`src/bop_pkg.sv`:
```
`timescale 1ns / 1ps
package bop_pkg;

  localparam int MAX_STEPS = 255;
  localparam int IDX_W     = $clog2(MAX_STEPS + 1);
  localparam int OPT_DEPTH = MAX_STEPS + 1;
  // one stock entry per lattice node, levels 0..MAX_STEPS
  localparam int STK_DEPTH = (MAX_STEPS + 1) * (MAX_STEPS + 2) / 2;
  localparam int STK_AW    = $clog2(STK_DEPTH);
  localparam int CFG_AW    = 3;

  localparam logic [16:0] Q16_ONE = 17'd65536;

  typedef enum logic [CFG_AW-1:0] {
    CFG_SPOT = 3'd0,
    CFG_UP   = 3'd1,
    CFG_DOWN = 3'd2,
    CFG_PROB = 3'd3,
    CFG_DISC = 3'd4
  } cfg_idx_t;

  typedef struct packed {
    logic        cmd;
    logic [7:0]  steps;
    logic [31:0] strike;
    logic        is_put;
  } bop_in_t;

  typedef struct packed {
    logic [31:0] price;
    logic        exercise_now;
    logic        bad_steps;
  } bop_out_t;

  typedef enum logic [3:0] {
    ST_IDLE,
    ST_ROW,
    ST_UP,
    ST_RD,
    ST_MUL,
    ST_MIX,
    ST_DSC,
    ST_WR,
    ST_DONE
  } bop_state_t;

  typedef struct packed {
    logic              req_ld;
    logic              row;
    logic              leaf;
    logic              up;
    logic              rd;
    logic              mul;
    logic              mix;
    logic              dsc;
    logic              wr;
    logic              root;
    logic              res_ld;
    logic              res_bad;
    logic [IDX_W-1:0]  idx;
    logic [STK_AW-1:0] stk_addr;
  } bop_cmd_t;

  function automatic logic [31:0] payoff(input logic put, input logic [31:0] k,
                                         input logic [31:0] s);
    logic [31:0] r;
    if (put) begin
      r = (k > s) ? (k - s) : 32'd0;
    end else begin
      r = (s > k) ? (s - k) : 32'd0;
    end
    return r;
  endfunction

endpackage

```
`src/bop_ctrl.sv`:
```
`timescale 1ns / 1ps
module bop_ctrl import bop_pkg::*; (
  input  logic       clk,
  input  logic       rst_n,
  input  logic       in_valid,
  input  logic [7:0] in_steps,
  input  logic       out_ready,
  output logic       in_ready,
  output logic       out_valid,
  output bop_cmd_t   cmd
);

  bop_state_t        state_r, state_nxt;
  logic [IDX_W-1:0]  i_r, i_nxt, n_r, n_nxt, nsteps_r, nsteps_nxt;
  logic [STK_AW-1:0] tri_r, tri_nxt, tri_i_r, tri_i_nxt;
  logic              bad_r, bad_nxt, out_valid_r, out_valid_nxt;
  logic              acc, steps_bad, leaf, row_end, out_free;

  assign in_ready  = (state_r == ST_IDLE);
  assign acc       = in_valid && in_ready;
  assign steps_bad = (in_steps == 8'd0) || (32'(in_steps) > 32'(MAX_STEPS));
  assign leaf      = (n_r == nsteps_r);
  assign row_end   = (i_r == n_r);
  assign out_free  = !out_valid_r || out_ready;
  assign out_valid = out_valid_r;

  always_comb begin
    state_nxt = state_r;
    case (state_r)
      ST_IDLE: if (acc) state_nxt = steps_bad ? ST_DONE : ST_ROW;
      ST_ROW:  if (leaf) state_nxt = (i_r == nsteps_r) ? ST_RD : ST_UP;
      ST_UP:   state_nxt = ST_ROW;
      ST_RD:   state_nxt = ST_MUL;
      ST_MUL:  state_nxt = ST_MIX;
      ST_MIX:  state_nxt = ST_DSC;
      ST_DSC:  state_nxt = ST_WR;
      ST_WR:   state_nxt = (row_end && n_r == '0) ? ST_DONE : ST_RD;
      ST_DONE: if (out_free) state_nxt = ST_IDLE;
      default: state_nxt = ST_IDLE;
    endcase
  end

  always_comb begin
    i_nxt      = i_r;
    n_nxt      = n_r;
    tri_nxt    = tri_r;
    tri_i_nxt  = tri_i_r;
    nsteps_nxt = nsteps_r;
    bad_nxt    = bad_r;
    case (state_r)
      ST_IDLE: begin
        if (acc) begin
          i_nxt      = '0;
          n_nxt      = '0;
          tri_nxt    = '0;
          tri_i_nxt  = '0;
          nsteps_nxt = IDX_W'(in_steps);
          bad_nxt    = steps_bad;
        end
      end
      ST_ROW: begin
        if (!leaf) begin
          n_nxt   = n_r + IDX_W'(1);
          tri_nxt = tri_r + STK_AW'(n_r) + STK_AW'(1);
        end else if (i_r == nsteps_r) begin
          // start backward pass at level N-1
          i_nxt   = '0;
          n_nxt   = nsteps_r - IDX_W'(1);
          tri_nxt = tri_r - STK_AW'(nsteps_r);
        end
      end
      ST_UP: begin
        i_nxt     = i_r + IDX_W'(1);
        n_nxt     = i_r + IDX_W'(1);
        tri_i_nxt = tri_i_r + STK_AW'(i_r) + STK_AW'(1);
        tri_nxt   = tri_i_r + STK_AW'(i_r) + STK_AW'(1);
      end
      ST_WR: begin
        if (!row_end) begin
          i_nxt = i_r + IDX_W'(1);
        end else if (n_r != '0) begin
          i_nxt   = '0;
          n_nxt   = n_r - IDX_W'(1);
          tri_nxt = tri_r - STK_AW'(n_r);
        end
      end
      default: ;
    endcase
  end

  always_comb begin
    out_valid_nxt = out_valid_r;
    if (out_valid_r && out_ready) out_valid_nxt = 1'b0;
    if (state_r == ST_DONE && out_free) out_valid_nxt = 1'b1;
  end

  always_comb begin
    cmd          = '0;
    cmd.idx      = i_r;
    cmd.stk_addr = tri_r + STK_AW'(i_r);
    cmd.leaf     = leaf;
    cmd.root     = (n_r == '0);
    cmd.res_bad  = bad_r;
    case (state_r)
      ST_IDLE: cmd.req_ld = acc;
      ST_ROW:  cmd.row    = 1'b1;
      ST_UP:   cmd.up     = 1'b1;
      ST_RD:   cmd.rd     = 1'b1;
      ST_MUL:  cmd.mul    = 1'b1;
      ST_MIX:  cmd.mix    = 1'b1;
      ST_DSC:  cmd.dsc    = 1'b1;
      ST_WR:   cmd.wr     = 1'b1;
      ST_DONE: cmd.res_ld = out_free;
      default: ;
    endcase
  end

  always_ff @(posedge clk) begin
    if (!rst_n) begin
      state_r     <= ST_IDLE;
      out_valid_r <= 1'b0;
      bad_r       <= 1'b0;
    end else begin
      state_r     <= state_nxt;
      out_valid_r <= out_valid_nxt;
      bad_r       <= bad_nxt;
    end
  end

  always_ff @(posedge clk) begin
    i_r      <= i_nxt;
    n_r      <= n_nxt;
    tri_r    <= tri_nxt;
    tri_i_r  <= tri_i_nxt;
    nsteps_r <= nsteps_nxt;
  end

endmodule

```
`config.mk`:
```
export PLATFORM = sky130hd
export DESIGN_NAME = bop_ctrl
export DESIGN_NICKNAME = d
export VERILOG_FILES = /design/src/bop_pkg.sv /design/src/bop_ctrl.sv
export SDC_FILE = /design/constraint.sdc
export NUM_CORES = 1
export LEC_CHECK = 0
export ABC_AREA = 1
export BUFFER_PORTS_ARGS = -buffer_cell sky130_fd_sc_hd__buf_2
export CORE_MARGIN = 2
export CORE_UTILIZATION = 55
export DETAILED_ROUTE_END_ITERATION = 12
export GPL_TIMING_DRIVEN = 0
export HOLD_SLACK_MARGIN = 0.12
export MAX_ROUTING_LAYER = met4
export PLACE_DENSITY = 0.74
export SLEW_MARGIN = 15
export SYNTH_ARGS = -nofsm -noshare
export SYNTH_HDL_FRONTEND = slang
export SYNTH_SLANG_ARGS = --single-unit
```
`constraint.sdc`:
```
create_clock -name clk -period 3.01 [get_ports clk]
set_clock_uncertainty 0.1 [all_clocks]
set_input_delay 0.1505 -clock clk [delete_from_list [all_inputs] [get_ports clk]]
set_output_delay 0.1505 -clock clk [all_outputs]
set_load 0.005 [all_outputs]
```
==> results of run 1 <==
-- flip-flops by register name, summed over array words and instances, names as in the netlist --
register / cells
i_r: 8
out_valid: 1
n_r: 8
nsteps_r: 8
tri_r: 16
tri_i_r: 16
bad_r: 1
state_r: 4
-- Yosys cell counts, drive strengths merged, types with 4 or more instances --
| library cell | count | area (um^2) |
|---|---|---|
| a21oi | 37 | 193 |
| buf | 24 | 186 |
| clkbuf | 4 | 18.8 |
| dfxtp | 6 | 120 |
| edfxtp | 56 | 1680 |
| fa | 5 | 100 |
| ha | 48 | 601 |
| inv | 150 | 568 |
| nand2 | 308 | 1200 |
| nand3 | 105 | 531 |
| nand3b | 8 | 60.1 |
| nand4 | 9 | 56.3 |
| nor2 | 114 | 460 |
| nor3 | 10 | 76.3 |
| o21ai | 28 | 144 |
| o221ai | 4 | 35.0 |
| o22ai | 5 | 31.3 |
| or2 | 6 | 37.5 |
| xnor2 | 31 | 279 |
| xor2 | 29 | 254 |
-- where the power goes --
part / switching (mW) / internal, mW / total, mW / leakage (nW)
sequential: 0.482 / 1.46 / 1.94 / 0.611
clock: 0.418 / 0.641 / 1.06 / 0.142
combinational: 3.86 / 2.24 / 6.10 / 3.19
total: 4.76 / 4.34 / 9.09 / 3.94
-- layer usage --
metal	track usage (%)	wire, um	up-vias
met3	6.69	1690	33
met4	11.4	478	0
met2	49.3	8540	260
met1	41.4	8780	2999
met5	-	0	-
li1	-	-	3362
-- through the flow --
stage / instance area [um^2] / setup WS [ps] / setup TNS (ps)
floorplan: 6770 / 253 / 0
global placement: 7200 / -788 / -19420
detailed placement: 7240 / 200 / 0
CTS: 7650 / 40.4 / 0
global route: 7670 / 42.1 / 0
finish: 7670 / 178 / 0
-- how the worst max path moves through the flow --
stage	startpoint	endpoint
CTS	i_r[0]	cmd[14]
finish	i_r[1]	cmd[14]
global placement	n_r[1]	tri_r[10]
floorplan	n_r[1]	n_r[0]
detailed placement	i_r[0]	cmd[14]
global route	i_r[5]	cmd[10]
-- cell type report --
class | count | area (um^2) | share of cell area (%)
Timing Repair Buffer | 62 | 375 | 4.89
Inverter | 150 | 568 | 7.41
Buffer | 28 | 205 | 2.68
Multi-Input combinational cell | 765 | 4240 | 55.3
Clock buffer | 9 | 225 | 2.94
Sequential cell | 62 | 1800 | 23.5
Tap cell | 147 | 184 | 2.40
Clock inverter | 7 | 72.6 | 0.946
-- cells in the final DEF (no fill, tap or decap), types with 4 or more instances in the layout --
cell	n
o22ai_1	5
nand3_1	104
nor3_2	4
clkbuf_16	9
o21ai_1	8
a21oi_1	35
nand4_1	9
xor2_1	29
inv_2	9
nor2_1	107
ha_1	48
nor3_1	5
dfxtp_1	6
fa_1	5
nand2_1	302
dlygate4sd3_1	10
buf_4	10
nand3b_1	8
nor2_2	4
inv_1	140
buf_6	9
xnor2_1	30
edfxtp_1	56
buf_2	57
o221ai_1	4
o21ai_0	18
-- worst reg2reg max path, cell delays in order (launching register included) --
cell	delay, ps
edfxtp_1	560
inv_1	200
fa_1	490
o21ai_1	310
nand2_1	80
nand2_1	170
nand2_1	100
nand2_1	80
nand2_1	50
nand3_1	150
nand2_1	80
inv_1	60
nand2_1	40
-- timing repair --
action / CTS / global route
endpoints found under the setup margin: 5 / 5
hold buffers: 10 / 0
gates resized for setup: 3 / 1
setup buffers: 0 / 1
hold endpoints to repair: 14 / 0
-- cells by family (layout without fill, tap and decap cells) --
group | after synthesis | in the layout | synth area share, %
AOI/OAI and AO/OA | 90 | 90 | 7.85
and+or+nand+nor | 562 | 562 | 35.9
adders and majority gates | 53 | 53 | 10.3
buffers and inverters | 178 | 256 | 11.4
xor gates and xnor gates | 60 | 60 | 7.87
DFF | 62 | 62 | 26.6
==> results.json, run 1 <==
{
  "clk_latency_ps": 350,
  "clk_path_buf_depth": 2,
  "critical_path_class": "reg2out",
  "ant_nets": 0,
  "grt_pass1_vias": 6178,
  "crit_slowest_cell": "edfxtp_1",
  "yosysUniqueCellTypes": 49,
  "final_util_pct": 63.9,
  "synth_flop_cell": "edfxtp_1",
  "synth_warnings": 0,
  "crit_fanout": 8,
  "fmax_mhz": 353,
  "areaGrowthSynthToFinish_pct": 13.2,
  "timing.critical_path.depth": 8,
  "rows": 40,
  "port_buffers": 49,
  "ys_ff_latch": 62,
  "start_util_pct": 56.4,
  "timing.final.crit_share_pct": 94.1,
  "min-delay-start": "in_valid",
  "critical_path_arrival_ps": 2580,
  "final_cell_count_no_fill": 1230,
  "slew_viol_final": 0,
  "dr.pass1.iters": 5,
  "routedWlPerCell_um": 15.8,
  "cts_root_buf": "clkbuf_16",
  "coreArea_um2": 12000,
  "async_flop_share_pct": 0,
  "dp.cells": 1203,
  "dr.first_iter.drc_count": 492,
  "crit_top_cell": "nand2_1",
  "timing.hold.ws_ps": 230,
  "rsz0062_at_grt": "false",
  "grt.total_usage_pct": 31.8,
  "period_needed_ps": 2830,
  "vias": 6654,
  "crit_buf_inv": 2,
  "drc": 0,
  "syn-num-nets": 1070,
  "dp_hpwl_mm": 15.1,
  "min_path_cells": 7,
  "ios": 50,
  "tritoncts": "done",
  "rr_endpoint": "tri_r[14]",
  "drive_above_1_share_pct": 12.5,
  "die_area_um2": 13200,
  "clk_pin_slew_ps": 60,
  "reg2reg_from": "i_r[1]",
  "syn_area_um2": 6770,
  "die_h_um": 115,
  "tightest_slew_ps": 819,
  "antenna_found_initial": 0,
  "routed_via_density": 5.41,
  "slew_headroom_pct": 45.2,
  "grt_pass1_wl_mm": 31.2,
  "diodes": 0,
  "finalSetupViolCount": 0,
  "slowest_delay_ps": 560,
  "postSynthCellCount": 1005,
  "powerDensity_nw_per_um2": 1190,
  "overflow": 0,
  "gp_congestion": 1.01,
  "nNetsFinal": 1143,
  "r2r_slack_ps": 300,
  "cpLargestDelayFamily": "compound AO/OA/AOI/OAI gates",
  "numCtsBuffers": 9,
  "yosysSeqAreaShare_pct": 26.6,
  "grt_start_max_net_pins": 17,
  "cts_sinks": 62,
  "hold_path_end": "state_r[3]",
  "die_x_um": 115,
  "required_ps": 2760,
  "ir_worst_vdd_uv": 625,
  "maxCapViolCount": 0,
  "wirelength_mm": 19.5,
  "status": "finished clean",
  "htreeDepth": 3,
  "p_total_mw": 9.09,
  "hold_violations": 0,
  "synth_edf_count": 56,
  "r2r_cells": 12,
  "n_fill_cell": 1133,
  "p_leak_nw": 3.94,
  "hold_path_class": "in2reg",
  "avgSynthCellArea_um2": 6.74,
  "path_cells": "inv_1 > fa_1 > o21a_1 > o21ai_4 > nand2_1 > o21ai_1 > nand2_1 > buf_2",
  "cp-start-kind": "flop",
  "crit_path_end_kind": "output pin"
}
Power figures use the tool's default switching activity.
==> inputs of run 2 (changes only) <==
--- a/config.mk
+++ b/config.mk
@@ -6,14 +6,14 @@
 export NUM_CORES = 1
 export LEC_CHECK = 0
 export ABC_AREA = 1
-export BUFFER_PORTS_ARGS = -buffer_cell sky130_fd_sc_hd__buf_2
 export CORE_MARGIN = 2
 export CORE_UTILIZATION = 55
 export DETAILED_ROUTE_END_ITERATION = 12
+export DONT_BUFFER_PORTS = 1
 export GPL_TIMING_DRIVEN = 0
 export HOLD_SLACK_MARGIN = 0.12
 export MAX_ROUTING_LAYER = met4
-export PLACE_DENSITY = 0.74
+export PLACE_DENSITY = 0.7
 export SLEW_MARGIN = 15
 export SYNTH_ARGS = -nofsm -noshare
 export SYNTH_HDL_FRONTEND = slang
==> run 2 against run 1 <==
Against the previous run: clock power grew 8%; utilization shrank 1.7 points; routed wire length grew 0.70%; register-to-register slack is essentially flat; largest power group unchanged.
==> results.json, run 2 (synthesized netlist as in run 1, its figures left out) <==
{
  "die_x_um": 115,
  "crit_top_cell": "nand2_1",
  "p_int_mw": 4.22,
  "slew_viol_final": 0,
  "crit_fanout": 7,
  "ant_nets": 0,
  "routed_via_density": 5.47,
  "ir_worst_vdd_uv": 477,
  "crit_slowest_cell": "edfxtp_1",
  "timing.hold.ws_ps": 362,
  "clk_pin_slew_ps": 60,
  "grt_start_max_net_pins": 17,
  "drive_above_1_share_pct": 8.49,
  "pre_cts_ws_ps": 190,
  "clk_latency_ps": 350,
  "top_usage_layer": "met2",
  "grt.total_usage_pct": 32.1,
  "path_cells": "ha_1 > inv_1 > fa_1 > o21a_1 > o21ai_4 > nand2_1 > nor2_1 > nand2_1 > nand2_1",
  "overflow": 0,
  "power.share.clock_pct": 12.9,
  "dr.pass1.iters": 7,
  "drc": 0,
  "pwr-share-seq_pct": 21.9,
  "final_cell_count_no_fill": 1183,
  "tightest_slew_ps": 794,
  "fin_area_um2": 7470,
  "period_needed_ps": 2850,
  "hold_path_class": "in2reg",
  "grt_use_met3_pct": 7.54,
  "p_switching_mw": 4.75,
  "cts_root_buf": "clkbuf_16",
  "final_util_pct": 62.2,
  "p_total_mw": 8.97,
  "dp.cells": 1154,
  "antenna_found_initial": 0,
  "swShare_pct": 53.0,
  "dr.first_iter.drc_count": 628,
  "critical_path_class": "reg2out",
  "ios": 50,
  "p_comb_share_pct": 65.3,
  "grt_pass1_vias": 5959,
  "clk_path_buf_depth": 2,
  "numCtsBuffers": 9,
  "crit_path_end_kind": "output pin",
  "die_h_um": 115,
  "n_fill_cell": 1171,
  "tns_ps": 0,
  "p_leak_nw": 3.74,
  "critical_path_arrival_ps": 2600,
  "vias": 6474,
  "slowest_delay_ps": 550,
  "slew_headroom_pct": 46.8,
  "required_ps": 2760,
  "cts_sinks": 62,
  "maxCapViolCount": 0,
  "final_cell_mix": "nand2_1, inv_1, nor2_1",
  "rsz0062_at_grt": "false",
  "gp_congestion": 0.971,
  "grt_use_met1_pct": 43.6,
  "tritoncts": "done",
  "timing.final.crit_share_pct": 94.7,
  "grt_use_met2_pct": 48.6,
  "diodes": 0,
  "grt_pass1_wl_mm": 31.2,
  "fin_ws_ps": 159,
  "finalSetupViolCount": 0,
  "status": "finished clean",
  "top_regs": "tri_i_r: 16 flops, tri_r: 16 flops",
  "layout_commonest_cell": "nand2_1",
  "port_buffers": 0,
  "htreeDepth": 3,
  "coreArea_um2": 12000,
  "routedWlPerCell_um": 16.6,
  "cp-start-kind": "flop",
  "hold_violations": 0,
  "nNetsFinal": 1096,
  "die_area_um2": 13200,
  "powerDensity_nw_per_um2": 1200,
  "rows": 40,
  "start_util_pct": 56.4,
  "areaGrowthSynthToFinish_pct": 10.3,
  "dp_hpwl_mm": 15.2,
  "wirelength_mm": 19.6,
  "fmax_mhz": 351,
  "place_area_um2": 7000
}
-- run 2: changes by cell type in the layout (fill, tap and decap cells not counted), sizes merged --
cell	before	now
buf	76	26
bufinv	1	2
clkbuf	13	14
clkinv	3	2
dlygate4sd3	10	12
-- run 2: final timing paths --
| kind | from | endpoint | slack [ps] | cells past startpoint |
|---|---|---|---|---|
| worst max-delay path | i_r[0] | cmd[14] | 160 | 9 |
| worst min-delay path | in_steps[1] | nsteps_r[1] | 360 | 1 |
| worst max register to register | i_r[0] | tri_r[14] | 290 | 13 |
| worst min register to register | bad_r | bad_r | 370 | 2 |
-- run 2: power groups by stage --
| stage | registers (mW) | clock network [mW] | logic [mW] |
|---|---|---|---|
| finish | 1.96 | 1.15 | 5.86 |
| global route | 2.01 | 1.20 | 6.56 |
| CTS | 1.95 | 1.17 | 5.73 |
| detailed placement | 1.97 | 0 | 5.67 |
| global placement | 1.98 | 0 | 5.55 |
| floorplan | 1.78 | 0 | 4.40 |
-- run 2: layout make-up --
cell class                 instances  area [um^2]  area share [%]
timing repair buffer              15          151            2.03
clock inverter                     7         97.6            1.31
multi-input combinational        765         4240            56.7
buffer                            28          205            2.75
inverter                         150          568            7.61
sequential                        62         1800            24.1
tap                              147          184            2.46
clock buffer                       9          225            3.02
-- run 2: what timing repair did --
action,4_1_cts,5_1_grt
hold buffers,11,1
setup buffers,0,1
pin swaps,0,0
hold endpoints to repair,14,8
resized for setup,1,4
endpoints found under the setup margin,3,21
-- run 2: critical path: cells and delay by family (launching register included) --
family          cells  cell delay [ps]
flops               1              550
fa+ha+maj           2              730
compound gates      2              500
buf+inv             1               90
simple gates        4              390
-- run 2: per-layer routing --
metal  wire length (um)  share of wire, %  vias to the layer above
met1               9170                47                     2929
met4                276               1.4                        0
met3               1620               8.2                       20
met2               8570                44                      245
met5                  0                 0                        -
li1                   -                 -                     3280
==> inputs of run 3 (changes only) <==
==> constraint.sdc (replaced) <==
create_clock -name clk -period 3.2 [get_ports clk]
set_clock_uncertainty 0.1 [all_clocks]
set_input_delay 0.16 -clock clk [delete_from_list [all_inputs] [get_ports clk]]
set_output_delay 0.16 -clock clk [all_outputs]
set_load 0.005 [all_outputs]
==> run 3 against run 2 <==
Against the previous run: utilization fell by 0.29 points; hold slack worse by 180 ps; clock-buffer cell count is the same; setup slack improved by 50 ps.
==> results.json, run 3 (synthesized netlist as in run 1, its figures left out) <==
{
  "vias": 6486,
  "drc": 0,
  "multi_input_area_um2": 4220,
  "n_fill_cell": 1178,
  "antenna_found_initial": 0,
  "ios": 50,
  "hold_path_class": "in2reg",
  "routed_via_density": 5.49,
  "dr.first_iter.drc_count": 513,
  "grt_start_max_net_pins": 17,
  "crit_fanout": 7,
  "grt_pass1_wl_mm": 31.2,
  "fin_area_um2": 7430,
  "rows": 40,
  "ir_worst_vdd_uv": 451,
  "hold_violations": 0,
  "slew_viol_final": 0,
  "critical_path_class": "reg2out",
  "numCtsBuffers": 9,
  "crit_path_end_kind": "output pin",
  "layout_commonest_cell": "nand2_1",
  "cts_sinks": 62,
  "rsz0062_at_grt": "false",
  "critical_path_arrival_ps": 2730,
  "ant_nets": 0,
  "routedWlPerCell_um": 16.5,
  "required_ps": 2940,
  "coreArea_um2": 12000,
  "finalSetupViolCount": 0,
  "tightest_slew_ps": 960,
  "min_path_cells": 2,
  "htreeDepth": 3,
  "period_needed_ps": 2990,
  "place_area_um2": 7000,
  "clk_path_buf_depth": 2,
  "slew_headroom_pct": 35.8,
  "cp-start-kind": "flop",
  "dp_hpwl_mm": 15.2,
  "diodes": 0,
  "tritoncts": "done",
  "top_regs": "tri_i_r: 16 flops, tri_r: 16 flops",
  "start_util_pct": 56.4,
  "hold_path_end": "nsteps_r[1]",
  "cts_root_buf": "clkbuf_16",
  "seq_area_um2": 1800,
  "die_h_um": 115,
  "reg2reg_from": "i_r[0]",
  "grt.total_usage_pct": 32.1,
  "areaGrowthSynthToFinish_pct": 9.73,
  "port_buffers": 0,
  "die_area_um2": 13200,
  "nNetsFinal": 1094,
  "overflow": 0,
  "r2r_cells": 13,
  "min-delay-start": "in_valid",
  "post_cts_buffers": 0,
  "wirelength_mm": 19.5,
  "maxCapViolCount": 0,
  "tns_ps": 0,
  "r2r_slack_ps": 330,
  "status": "finished clean",
  "gp_congestion": 0.971,
  "final_cell_mix": "nand2_1, inv_1, nor2_1",
  "dr.pass1.iters": 8,
  "grt_pass1_vias": 5959,
  "rr_endpoint": "tri_r[14]",
  "fmax_mhz": 334,
  "p_leak_nw": 3.73,
  "powerDensity_nw_per_um2": 1130,
  "clk_pin_slew_ps": 60,
  "clk_latency_ps": 350,
  "die_x_um": 115,
  "drive_above_1_share_pct": 8.12,
  "timing.final.crit_share_pct": 93.5
}
==> run 3: cell types whose count changed in the layout (fill, tap and decap cells not counted) <==
cell / change
a31oi_1: +1
a31oi_2: -1
clkbuf_2: -1
dlygate4sd3_1: -1
nor2_1: +1
nor2_2: -1
o21ai_1: +1
o21ai_4: -1
==> run 3: metrics by stage <==
stage | hold slack (ps) | setup WS (ps) | std cells | power, mW | utilization, %
floorplan | 159 | 443 | 1005 | 5.81 | -
global placement | 159 | -618 | 1152 | 7.08 | 57.9
detailed placement | 159 | 380 | 1154 | 7.18 | 58.3
CTS | 165 | 45.2 | 1181 | 8.31 | 61.9
global route | 238 | 75.3 | 1181 | 9.16 | 61.9
finish | 182 | 209 | 1181 | 8.39 | 61.9
==> run 3: cell type report <==
type / count / share of cell area (%)
clock inverters: 7 / 1.31
plain buffers: 28 / 2.76
well taps: 147 / 2.47
clock buffers: 9 / 3.03
flip-flops and latches: 62 / 24.2
inverters: 150 / 7.64
repair buffers: 13 / 1.83
multi-input cells: 765 / 56.7
==> run 3: worst max path at each step <==
| stage | startpoint | to | slack, ps | cells after the start |
|---|---|---|---|---|
| 6_report | i_r[6] | cmd[13] | 210 | 7 |
| 5_1_grt | i_r[0] | cmd[14] | 80 | 9 |
| 4_1_cts | i_r[0] | cmd[14] | 50 | 9 |
| 3_5_place_dp | i_r[0] | tri_r[14] | 380 | 13 |
| 3_3_place_gp | n_r[1] | tri_r[10] | -620 | 9 |
| 2_1_floorplan | n_r[1] | n_r[0] | 440 | 9 |
==> run 3: repair_timing <==
| action | 4_1_cts | 5_1_grt |
|---|---|---|
| setup endpoints to repair | 0 | 2 |
| hold buffers | 11 | 0 |
| gates resized for setup | 0 | 1 |
| hold endpoints to repair | 14 | 0 |
==> run 3: critical path: stages, from the launching register on <==
cell,delay [ps]
edfxtp_1,610
ha_1,470
nand2_1,110
nor2_2,130
nand3_1,100
a31oi_1,610
nand2_1,130
xor2_1,210
==> run 3: per-layer routing <==
metal / track usage [%] / routed length (um) / vias up
met2: 48.6 / 8500 / 230
met5: - / 0 / -
met3: 7.54 / 1540 / 19
li1: - / - / 3276
met4: 7.87 / 291 / 0
met1: 43.6 / 9130 / 2961
==> run 3: report_power, final <==
part / switching (mW) / internal [mW]
combinational: 3.56 / 1.90
sequential: 0.473 / 1.37
clock: 0.401 / 0.684
total: 4.44 / 3.95
